File: config.mk
export PLATFORM = sky130hd
export DESIGN_NAME = pid_position_delta_feedforward
export DESIGN_NICKNAME = d
export VERILOG_FILES = /design/src/ppdf_pkg.sv /design/src/ppdf_cfg_regs.sv /design/src/pid_position_delta_feedforward.sv
export SDC_FILE = /design/constraint.sdc
export NUM_CORES = 2
export LEC_CHECK = 0
export ABC_AREA = 0
export BUFFER_PORTS_ARGS = -buffer_cell sky130_fd_sc_hd__buf_2
export CORE_MARGIN = 3
export CORE_UTILIZATION = 45
export DETAILED_ROUTE_END_ITERATION = 10
export PLACE_DENSITY = 0.58
export SYNTH_ARGS = -nofsm -noshare
export SYNTH_HDL_FRONTEND = slang
export SYNTH_SLANG_ARGS = --single-unit
File: constraint.sdc
create_clock -name clk_i -period 63.1 [get_ports clk_i]
set_input_delay 9.465 -clock clk_i [delete_from_list [all_inputs] [get_ports clk_i]]
set_output_delay 9.465 -clock clk_i [all_outputs]
set_load 0.01 [all_outputs]
File: src/ppdf_pkg.sv
// ----------------------------------------------------------------------------
// ppdf_pkg
// Shared types, register codes and helpers for the PID controller with
// positional / incremental modes and setpoint feedforward.
// ----------------------------------------------------------------------------
package ppdf_pkg;

  // Configuration register indexes
  typedef enum logic [2:0] {
    REG_MODE      = 3'd0,
    REG_GAIN_P    = 3'd1,
    REG_GAIN_I    = 3'd2,
    REG_GAIN_D    = 3'd3,
    REG_GAIN_FF   = 3'd4,
    REG_LIMIT_OUT = 3'd5,
    REG_LIMIT_INT = 3'd6
  } ppdf_reg_e;

  localparam int unsigned IndexWidth = 3;
  localparam int unsigned DataWidth  = 16;
  localparam int unsigned FracBits   = 8;

  // Current register contents, handed from the register file to the datapath
  typedef struct packed {
    logic        mode_incremental;
    logic [15:0] gain_p;
    logic [15:0] gain_i;
    logic [15:0] gain_d;
    logic [15:0] gain_ff;
    logic [14:0] limit_out;
    logic [14:0] limit_integral;
  } ppdf_cfg_t;

  // Symmetric clamp of a wide Q.8 value against +/- lim (lim already in Q.8)
  function automatic logic signed [39:0] clamp_sym(logic signed [39:0] v,
                                                    logic [22:0] lim);
    logic signed [39:0] hi;
    logic signed [39:0] lo;
    hi = $signed({17'd0, lim});
    lo = -hi;
    if (v > hi) begin
      return hi;
    end else if (v < lo) begin
      return lo;
    end
    return v;
  endfunction

endpackage

File: src/ppdf_cfg_regs.sv
// ----------------------------------------------------------------------------
// ppdf_cfg_regs
// Configuration register file: mode, four Q8.8 gains and two limits.
// ----------------------------------------------------------------------------
module ppdf_cfg_regs (
  input  logic                                clk_i,
  input  logic                                rst_ni,
  input  logic                                cfg_valid_i,
  output logic                                cfg_ready_o,
  input  logic [ppdf_pkg::IndexWidth-1:0]     cfg_index_i,
  input  logic [ppdf_pkg::DataWidth-1:0]      cfg_data_i,
  output ppdf_pkg::ppdf_cfg_t                 cfg_o
);

  ppdf_pkg::ppdf_cfg_t cfg_q;
  ppdf_pkg::ppdf_cfg_t cfg_d;

  // Writes are always taken
  assign cfg_ready_o = 1'b1;

  // Register decode; unknown indexes leave everything as is
  always_comb begin
    cfg_d = cfg_q;
    if (cfg_valid_i) begin
      case (cfg_index_i)
        ppdf_pkg::REG_MODE:      cfg_d.mode_incremental = cfg_data_i[0];
        ppdf_pkg::REG_GAIN_P:    cfg_d.gain_p           = cfg_data_i;
        ppdf_pkg::REG_GAIN_I:    cfg_d.gain_i           = cfg_data_i;
        ppdf_pkg::REG_GAIN_D:    cfg_d.gain_d           = cfg_data_i;
        ppdf_pkg::REG_GAIN_FF:   cfg_d.gain_ff          = cfg_data_i;
        ppdf_pkg::REG_LIMIT_OUT: cfg_d.limit_out        = cfg_data_i[14:0];
        ppdf_pkg::REG_LIMIT_INT: cfg_d.limit_integral   = cfg_data_i[14:0];
        default: ;
      endcase
    end
  end

  always_ff @(posedge clk_i or negedge rst_ni) begin
    if (!rst_ni) begin
      cfg_q <= '0;
    end else begin
      cfg_q <= cfg_d;
    end
  end

  assign cfg_o = cfg_q;

endmodule

File: src/pid_position_delta_feedforward.sv
// ----------------------------------------------------------------------------
// pid_position_delta_feedforward
// PID controller, positional with setpoint feedforward or incremental,
// unsigned Q8.8 gains, saturating Q.8 accumulators, clamped drive output.
// ----------------------------------------------------------------------------
// Path: an input transfer loads the input register, then the result register
//   takes the drive; multiplies, sum and clamp sit between the two.
// Throughput: one item per cycle; a stalled output holds the result register
//   and then the input register.
// Reset: asynchronous, clears the error history, integral, held output and
//   previous setpoint to zero and empties both stages; stage data is not reset.
// ----------------------------------------------------------------------------
module pid_position_delta_feedforward (
  input  logic                                clk_i,
  input  logic                                rst_ni,
  // configuration write channel
  input  logic                                cfg_valid_i,
  output logic                                cfg_ready_o,
  input  logic [ppdf_pkg::IndexWidth-1:0]     cfg_index_i,
  input  logic [ppdf_pkg::DataWidth-1:0]      cfg_data_i,
  // input channel
  input  logic                                in_valid_i,
  output logic                                in_ready_o,
  input  logic signed [15:0]                  setpoint_i,
  input  logic signed [15:0]                  measured_i,
  // output channel
  output logic                                out_valid_o,
  input  logic                                out_ready_i,
  output logic signed [15:0]                  drive_o
);

  ppdf_pkg::ppdf_cfg_t cfg;

  ppdf_cfg_regs u_cfg (
    .clk_i       (clk_i),
    .rst_ni      (rst_ni),
    .cfg_valid_i (cfg_valid_i),
    .cfg_ready_o (cfg_ready_o),
    .cfg_index_i (cfg_index_i),
    .cfg_data_i  (cfg_data_i),
    .cfg_o       (cfg)
  );

  // --------------------------------------------------------------------------
  // Flow control: input register, then result register
  // --------------------------------------------------------------------------
  logic v1_q, v2_q;
  logic v1_d, v2_d;
  logic rdy1, rdy2;
  logic ld1, ld2;

  assign rdy2 = !v2_q || out_ready_i;
  assign rdy1 = !v1_q || rdy2;
  assign in_ready_o = rdy1;

  assign ld1 = in_valid_i && rdy1;
  assign ld2 = v1_q && rdy2;

  always_comb begin
    v1_d = ld1 ? 1'b1 : (ld2 ? 1'b0 : v1_q);
    v2_d = ld2 ? 1'b1 : (out_ready_i ? 1'b0 : v2_q);
  end

  always_ff @(posedge clk_i or negedge rst_ni) begin
    if (!rst_ni) begin
      v1_q <= 1'b0;
      v2_q <= 1'b0;
    end else begin
      v1_q <= v1_d;
      v2_q <= v2_d;
    end
  end

  // --------------------------------------------------------------------------
  // Input stage: error and differences; error history updates on every transfer
  // --------------------------------------------------------------------------
  logic signed [16:0] err_prev1_q, err_prev2_q;
  logic signed [15:0] prev_sp_q;
  logic signed [16:0] err_d;
  logic signed [17:0] derr_d;
  logic signed [18:0] dderr_d;
  logic signed [16:0] dsp_d;

  logic signed [16:0] s1_err_q;
  logic signed [17:0] s1_derr_q;
  logic signed [18:0] s1_dderr_q;
  logic signed [16:0] s1_dsp_q;
  logic               s1_inc_q;

  always_comb begin
    err_d   = 17'(setpoint_i) - 17'(measured_i);
    derr_d  = 18'(err_d) - 18'(err_prev1_q);
    dderr_d = 19'(err_d) - (19'(err_prev1_q) <<< 1) + 19'(err_prev2_q);
    dsp_d   = 17'(setpoint_i) - 17'(prev_sp_q);
  end

  always_ff @(posedge clk_i or negedge rst_ni) begin
    if (!rst_ni) begin
      err_prev1_q <= '0;
      err_prev2_q <= '0;
      prev_sp_q   <= '0;
    end else if (ld1) begin
      err_prev1_q <= err_d;
      err_prev2_q <= err_prev1_q;
      // setpoint memory follows positional steps only
      if (!cfg.mode_incremental) begin
        prev_sp_q <= setpoint_i;
      end
    end
  end

  always_ff @(posedge clk_i) begin
    if (ld1) begin
      s1_err_q   <= err_d;
      s1_derr_q  <= derr_d;
      s1_dderr_q <= dderr_d;
      s1_dsp_q   <= dsp_d;
      s1_inc_q   <= cfg.mode_incremental;
    end
  end

  // --------------------------------------------------------------------------
  // Gain products (Q.8), straight off the input register
  // --------------------------------------------------------------------------
  logic signed [17:0] op_p;
  logic signed [18:0] op_d;
  logic signed [34:0] prod_p_d;
  logic signed [35:0] prod_d_d;
  logic signed [33:0] prod_i_d;
  logic signed [33:0] prod_f_d;

  always_comb begin
    // incremental mode works on the first and second differences
    op_p     = s1_inc_q ? s1_derr_q : 18'(s1_err_q);
    op_d     = s1_inc_q ? s1_dderr_q : 19'(s1_derr_q);
    prod_p_d = $signed({1'b0, cfg.gain_p}) * op_p;
    prod_d_d = $signed({1'b0, cfg.gain_d}) * op_d;
    prod_i_d = $signed({1'b0, cfg.gain_i}) * s1_err_q;
    prod_f_d = $signed({1'b0, cfg.gain_ff}) * s1_dsp_q;
  end

  // --------------------------------------------------------------------------
  // Result stage: integral, sum, clamp and drive
  // --------------------------------------------------------------------------
  logic signed [31:0] integral_q;
  logic signed [23:0] held_q;
  logic signed [39:0] isum;
  logic signed [39:0] iclamp;
  logic signed [31:0] isat;
  logic signed [39:0] base;
  logic signed [39:0] total;
  logic signed [39:0] res40;
  logic signed [23:0] res;
  logic               round_up;
  logic signed [15:0] drive_d;
  logic signed [15:0] drive_q;

  always_comb begin
    isum   = 40'(integral_q) + 40'(prod_i_d);
    iclamp = ppdf_pkg::clamp_sym(isum, {cfg.limit_integral, 8'h00});

    // incremental mode overwrites the integral with the saturated product
    if (prod_i_d > 34'sh0_7FFF_FFFF) begin
      isat = 32'sh7FFF_FFFF;
    end else if (prod_i_d < -34'sh0_8000_0000) begin
      isat = 32'sh8000_0000;
    end else begin
      isat = prod_i_d[31:0];
    end

    if (s1_inc_q) begin
      base = 40'(held_q) + 40'(prod_i_d);
    end else begin
      base = iclamp + 40'(prod_f_d);
    end
    total = base + 40'(prod_p_d) + 40'(prod_d_d);
    res40 = ppdf_pkg::clamp_sym(total, {cfg.limit_out, 8'h00});
    res   = res40[23:0];

    // integer part, truncated toward zero
    round_up = res[23] && (res[ppdf_pkg::FracBits-1:0] != '0);
    drive_d  = res[23:8] + {15'd0, round_up};
  end

  always_ff @(posedge clk_i or negedge rst_ni) begin
    if (!rst_ni) begin
      integral_q <= '0;
      held_q     <= '0;
    end else if (ld2) begin
      integral_q <= s1_inc_q ? isat : iclamp[31:0];
      held_q     <= res;
    end
  end

  always_ff @(posedge clk_i) begin
    if (ld2) begin
      drive_q <= drive_d;
    end
  end

  assign out_valid_o = v2_q;
  assign drive_o     = drive_q;

  // --------------------------------------------------------------------------
  // Assertions
  // --------------------------------------------------------------------------
  // no transfer into a full input register that cannot drain
  a_no_overrun: assert property (@(posedge clk_i) disable iff (!rst_ni)
    (v1_q && !rdy2) |-> !in_ready_o)
    else $error("input taken while the input register is blocked");

  // held output never leaves the widest possible output range
  a_held_range: assert property (@(posedge clk_i) disable iff (!rst_ni)
    (held_q <= 24'sd8388352) && (held_q >= -24'sd8388352))
    else $error("held output out of range");

  // a positional step leaves the integral inside its limit
  a_int_limit: assert property (@(posedge clk_i) disable iff (!rst_ni)
    (ld2 && !s1_inc_q) |=>
      (integral_q <= $signed({9'd0, $past(cfg.limit_integral), 8'h00})) &&
      (integral_q >= -$signed({9'd0, $past(cfg.limit_integral), 8'h00})))
    else $error("integral beyond its limit after a positional step");

  // the drive can never be the most negative code
  a_drive_sym: assert property (@(posedge clk_i) disable iff (!rst_ni)
    out_valid_o |-> (drive_o != 16'sh8000))
    else $error("drive outside symmetric range");

endmodule

# Word level (Yosys, flattened, before mapping)
# Cells that the tools add are included.
[classes] add_sub_neg=13 multipliers=4 div=0 magnitude_cmp=6 eq_ne=6 shifts=0 mux=20 bitwise_logic=1 reduce_logical=19
[ops] operator="two-way mux 40 bit" n=4
[ops] operator="two-way mux 32 bit" n=3
[ops] operator="negation 23 -> 40 bit" n=2
[ops] operator="two-way mux 24 bit" n=3
[ops] operator="multiplier 17 x 17 -> 34 bit" n=2
[ops] operator="adder 40 x 34 -> 40 bit" n=1
[ops] operator="adder 40 x 35 -> 40 bit" n=1
[ops] operator="adder 40 x 36 -> 40 bit" n=1
[ops] operator="greater-than comparator 40 x 24 -> 1 bit" n=1
[ops] operator="< comparator 35 x 40 -> 1 bit" n=1
[ops] operator="< comparator 40 bit" n=1
[ops] operator="multiplier 17 x 19 -> 36 bit" n=1
[ops] operator="adder 24 x 34 -> 35 bit" n=1
[ops] operator="adder 32 x 34 -> 35 bit" n=1
[ops] operator="greater-than comparator 35 x 24 -> 1 bit" n=1
[ops] operator="multiplier 17 x 18 -> 35 bit" n=1
[ops] operator="greater-than comparator 34 x 32 -> 1 bit, second input constant" n=1
[ops] operator="< comparator 34 x 32 -> 1 bit, second input constant" n=1
[ops] operator="subtractor 16 x 16 -> 17 bit" n=2
[ops] operator="adder 19 x 17 -> 19 bit" n=1
[ops] operator="two-way mux 19 bit" n=1
[ops] operator="subtractor 17 x 18 -> 19 bit" n=1
[ops] operator="two-way mux 18 bit" n=1
[ops] operator="subtractor 17 x 17 -> 18 bit" n=1
[ops] operator="other kinds (13)" n=35
[totals] ff_bits=291 latchBits=0 ram_bits=0 rom_bits=0 inputBits=56 out_inout_bits=19 elab_cells=89 n_memories=0

# Depth between registers and ports, before layout
[logic_depth] depth_word=17 mapped_depth=122 ltp_nobuf=114

# Hierarchy
# A second synthesis with hierarchy kept.
[hier_totals] cells_unflattened=7160 area_unflattened_um2=66341.1
[by_module_without_submodules] mod="pid_position_delta_feedforward" n_inst=1 cells_per_inst=6951 area_each_um2=62562.5 seq_area_each_um2=5345.1
[by_module_without_submodules] mod="ppdf_cfg_regs" n_inst=1 cells_per_inst=209 area_each_um2=3778.6 seq_area_each_um2=2377.3

# Worst setup path after synthesis
# OpenSTA, ideal clock, no wires.
[synth_timing] path_kind="reg-to-reg" from="reg s1_err_q[2]" to="reg drive_q[10] (netlist: drive_o[10]) (data pin)" setup_ns=0.265 t_arrival_ns=24.296 t_required_ns=62.835 setup_slack_ns=38.538 stages_incl_launch_ff=114 path_buffers=7 period_less_slack_ns=24.562 cell_sequence="edfxtp_1 > clkbuf_1 > and2_1 > fa_1 > inv_1 > fa_1 > fa_1 > inv_1 > fa_1 > fa_1 > inv_1 > fa_1 > inv_1 > ha_1 > o21a_1 > o21a_1 > o211ai_1 > o21ai_0 > [... 78 more ...] > a21oi_1 > nor3b_1 > o221a_2 > nor4b_2 > nor2_4 > buf_6 > buf_6 > buf_2 > nand2b_1 > clkbuf_1 > nand2_1 > o21ai_0 > ha_1 > ha_1 > nand2_1 > nor4_4 > nand3_1 > xor2_1"
[synth_via] elab_cells_between_ends=24 classes_between="add/sub: 6; mul: 2; order compare: 4; mux: 10; reduce/logical: 2"
[synth_rtl] element="from (decl)" line_no="pid_position_delta_feedforward.sv:84" rtl="logic signed [16:0] s1_err_q;"
[synth_rtl] element="from (signal assigned)" line_no="pid_position_delta_feedforward.sv:114" rtl="s1_err_q <= err_d;"
[synth_rtl] element="multiplier 17 x 17 -> 34 bit" line_no="pid_position_delta_feedforward.sv:138" rtl="prod_i_d = $signed({1'b0, cfg.gain_i}) * s1_err_q;"
[synth_rtl] element="adder 32 x 34 -> 35 bit" line_no="pid_position_delta_feedforward.sv:159" rtl="isum = 40'(integral_q) + 40'(prod_i_d);"
[synth_rtl] element="< comparator 35 x 40 -> 1 bit" line_no="ppdf_pkg.sv:43" rtl="end else if (v < lo) begin"
[synth_rtl] element="two-way mux 1 bit" line_no="ppdf_pkg.sv:43"
[synth_rtl] element="two-way mux 1 bit" line_no="ppdf_pkg.sv:41" rtl="if (v > hi) begin"
[synth_rtl] element="two-way mux 40 bit" line_no="ppdf_pkg.sv:46" rtl="return v;"
[synth_rtl] element="adder 40 x 34 -> 40 bit" line_no="pid_position_delta_feedforward.sv:174" rtl="base = iclamp + 40'(prod_f_d);"
[synth_rtl] element="two-way mux 40 bit" line_no="pid_position_delta_feedforward.sv:171" rtl="if (s1_inc_q) begin"
[synth_rtl] element="adder 40 x 35 -> 40 bit (*)" line_no="pid_position_delta_feedforward.sv:176" rtl="total = base + 40'(prod_p_d) + 40'(prod_d_d);"
[synth_rtl] element="adder 40 x 36 -> 40 bit (*)" line_no="pid_position_delta_feedforward.sv:176"
[synth_rtl] element="< comparator 40 bit" line_no="ppdf_pkg.sv:43"
[synth_rtl] element="two-way mux 1 bit" line_no="ppdf_pkg.sv:43"
[synth_rtl] element="two-way mux 1 bit" line_no="ppdf_pkg.sv:41"
[synth_rtl] element="two-way mux 24 bit (*)" line_no="ppdf_pkg.sv:46"
[synth_rtl] element="named net res40[8]" line_no="pid_position_delta_feedforward.sv:152" rtl="logic signed [39:0] res40;"
[synth_rtl] element="adder 16 x 1 -> 16 bit (*)" line_no="pid_position_delta_feedforward.sv:182" rtl="drive_d = res[23:8] + {15'd0, round_up};"
[synth_rtl] element="named net drive_d[10]" line_no="pid_position_delta_feedforward.sv:155" rtl="logic signed [15:0] drive_d;"
[synth_rtl] element="to (signal assigned)" line_no="pid_position_delta_feedforward.sv:197" rtl="drive_q <= drive_d;"
[synth_rtl] element="to (decl)" line_no="pid_position_delta_feedforward.sv:156" rtl="logic signed [15:0] drive_q;"
# Mark *: on every way through the listed nets, which the timed path passes. The rest lies on a longest branch.
# A chain may end at the register's enable or synchronous reset.

# Worst setup path in the final report
# Ends and elaborated chain as after synthesis.

==> flow_metrics.tcl <==
set metrics [dict create \
    drc 0 \
    start_kind "flop" \
    hold_viol 0 \
    slew_headroom 0.1796 \
    cpMostUsedCell "fa_1" \
    hold_class "reg2reg" \
    finClkSkew_ps 15.22 \
    grt_busiest_layer "met2" \
    cp_slowest_stage_delay_ps 660 \
    first_pass_iters 6 \
    synth_simple_gate_area_frac 0.1456 \
    start_util 0.4562 \
    fillCellCount 13970 \
    grt_pass1_vias 51340 \
    crit_required_ps 63390 \
    cts_made_buffers 36 \
    die_w_um 389.0 \
    crit_type "reg2reg" \
    grt_max_degree 87 \
    met2_usage 0.4548 \
    clock_tree.root_cell "clkbuf_16" \
    nNetsFinal 9006 \
    ys_types 89 \
    r2r_start "s1_err_q[2]$_DFFE_PP_" \
    cts_tree "built" \
    layout-drive-gt1-share 0.05575 \
    worstReg2RegEnd "drive_o[10]$_DFFE_PP_" \
    min_from "u_cfg.cfg_o[94]$_DFFE_PN0P_" \
    design.core.area_sq_um 144700 \
    synth_compound_area_frac 0.08183 \
    ys_async_sr_fraction 0.6976 \
    worstMarginPinSlew_ps 1219 \
    routed_via_density 5.412 \
    cts_setup_buffers 0 \
    crit_buf_inv 15 \
    avgSynthCellArea_sq_um 9.215 \
    gp_congestion 0.9738 \
    min_period_ps 28290 \
    drtAntennaViolNets 0 \
    hpwl_mm 170.6 \
    synth_area_leaders "fa_1 37%, ha_1 12%, inv_1 8.8%, dfrtp_1 7.7%, and2_1 4.9%" \
    r2r_setup_slack_ps 34810 \
    reg2regPathDepth 108 \
    clock_sinks 291 \
    final_cell_mix "1544 x inv_1, 1220 x fa_1, 851 x nand2_1" \
    clk-insertion-delay-late_ps 590 \
    io_buffers 73 \
    die_height_um 389.0 \
    finalCritPeriodShare 0.4483 \
    fmax_mhz 35.35 \
    drt_iter0_drc 3456 \
    areaGrowthSynthToFinish_pct 5.207 \
    totalWireLength_mm 203.3 \
    antenna_found_initial 19 \
    dieArea_sq_um 151300 \
    synth_top_family_by_area "adder cells" \
    clk_pin_slew_worst_paths_ps 70 \
    cts_resized 0 \
    vias 48780 \
    synth_top_area_cell "fa_1" \
    status "completed" \
    crit_arrival_ps 28580 \
    cp_top_family "adder cells" \
    syn_inst 7163 \
    yosys_warnings 0 \
    syn_nets 9093 \
    cap_viol_max_count 0 \
    end_kind "flop" \
    hold_end "s1_inc_q$_DFFE_PP_" \
    holdPathStages 0 \
    rsz0062_at_grt "false" \
    synthXorXnorAreaFrac 0.03092 \
    overflow 0 \
    ys_seq_area_frac 0.1170 \
    grt_use_total 0.2722 \
    routedWlPerCell_um 22.55 \
    synthAdderAreaFrac 0.4940 \
    grtUsageMet1 0.3684 \
    critPathSlowestCell "xor2_1" \
    synthDominantCellAreaShare 0.3700 \
    setup_viol 0 \
    globalRouteMet3Util 0.04047 \
    syn_area_sq_um 66010 \
    synth_edf_count 88 \
    clockBufferDepth 3 \
    grt_pass1_wl_mm 312.6 \
    hold_buffers 0 \
    crit_fanout 50 \
    synth.area.mux_share 0.02743 \
    layout_commonest_cell "inv_1" \
    setup_tns_ps 0 \
    finalMaxSlewViolations 0 \
    synth-main-ff-cell "dfrtp_1" \
    std_cell_rows 139 \
    htree_levels 2 \
    ioPinCount 75 \
    ys_seq_elements 291 \
]
per-layer routing:
metal | share of wire | vias to the layer above | routed length [um]
met3 | 0.063 | 287 | 12820
met2 | 0.48 | 1465 | 96810
met1 | 0.43 | 25050 | 87000
li1 | - | 21980 | -
met5 | 0 | - | 0
met4 | 0.033 | 0 | 6642
kinds of logic after synthesis:
kind of cell	after synthesis
AO/OA/AOI/OAI	851
XOR/XNOR	233
adder cells (fa/ha/maj)	1874
buffers and inverters	1803
flip-flops	291
multiplexers	162
other	1
AND/OR/NAND/NOR	1948
through the flow:
stage	cell area [sq um]	setup slack, ps	util	hold slack [ps]	instances
after floorplan	66010	38540	-	435.3	7163
after CTS	69420	34870	0.4798	484.1	9006
after global placement	68230	35150	0.4715	458.4	8941
after detailed placement	68230	34960	0.4715	469.6	8941
after global routing	69430	32860	0.4799	499.0	9010
final	69440	34810	0.4799	484.4	9014
cell usage after synthesis, types with 11 or more instances:
cell,number
inv_1,1546
fa_1,1220
nand2_1,852
ha_1,654
and2_1,512
a21oi_1,245
clkbuf_1,226
o21ai_0,224
nor2_1,205
dfrtp_1,203
xnor2_1,168
mux2_2,151
a21o_1,94
edfxtp_1,88
nand2b_1,70
nor2b_1,69
xor2_1,65
nor3_1,53
a211oi_1,34
nand3_1,34
o21a_1,34
o31ai_1,32
o21bai_1,31
nor4_1,28
nand4_1,27
a21boi_0,24
o211ai_1,21
and3_1,15
nor3b_1,15
or3_1,15
buf_1,13
or2_2,13
a22oi_1,12
a31oi_1,12
buf_2,11
mux2i_1,11
sequential cells by signal, indices dropped and copies added, names as in the netlist:
| register | flops |
|---|---|
| drive_o | 16 |
| err_prev1_q | 17 |
| err_prev2_q | 17 |
| held_q | 24 |
| integral_q | 32 |
| out_valid_o | 1 |
| prev_sp_q | 16 |
| s1_dderr_q | 19 |
| s1_derr_q | 18 |
| s1_dsp_q | 17 |
| s1_err_q | 17 |
| s1_inc_q | 1 |
| u_cfg.cfg_o | 95 |
| v1_q | 1 |
cell type report:
class                           count  area, sq um  share of cell area
Tap cell                         1903         2381             0.03429
Clock buffer                       49         1042             0.01501
Antenna cell                        8        20.02           0.0002883
Timing Repair Buffer              130        803.3             0.01157
Multi-Input combinational cell   5069        51510              0.7417
Clock inverter                     16        153.9            0.002216
Inverter                         1548         5813             0.08371
Sequential cell                   291         7722              0.1112
worst max-delay path by stage:
| stage | cells after the start | from | end |
|---|---|---|---|
| 4_1_cts | 104 | s1_err_q[8]$_DFFE_PP_ | drive_o[10]$_DFFE_PP_ |
| 3_3_place_gp | 104 | s1_err_q[8]$_DFFE_PP_ | drive_o[10]$_DFFE_PP_ |
| 2_1_floorplan | 113 | s1_err_q[2]$_DFFE_PP_ | drive_o[10]$_DFFE_PP_ |
| 3_5_place_dp | 104 | s1_err_q[8]$_DFFE_PP_ | drive_o[10]$_DFFE_PP_ |
| 5_1_grt | 108 | s1_err_q[2]$_DFFE_PP_ | drive_o[10]$_DFFE_PP_ |
| 6_report | 108 | s1_err_q[2]$_DFFE_PP_ | drive_o[10]$_DFFE_PP_ |
Power is not shown: default switching activity piles up to over one toggle a cycle in this logic, so the estimate is an artifact.
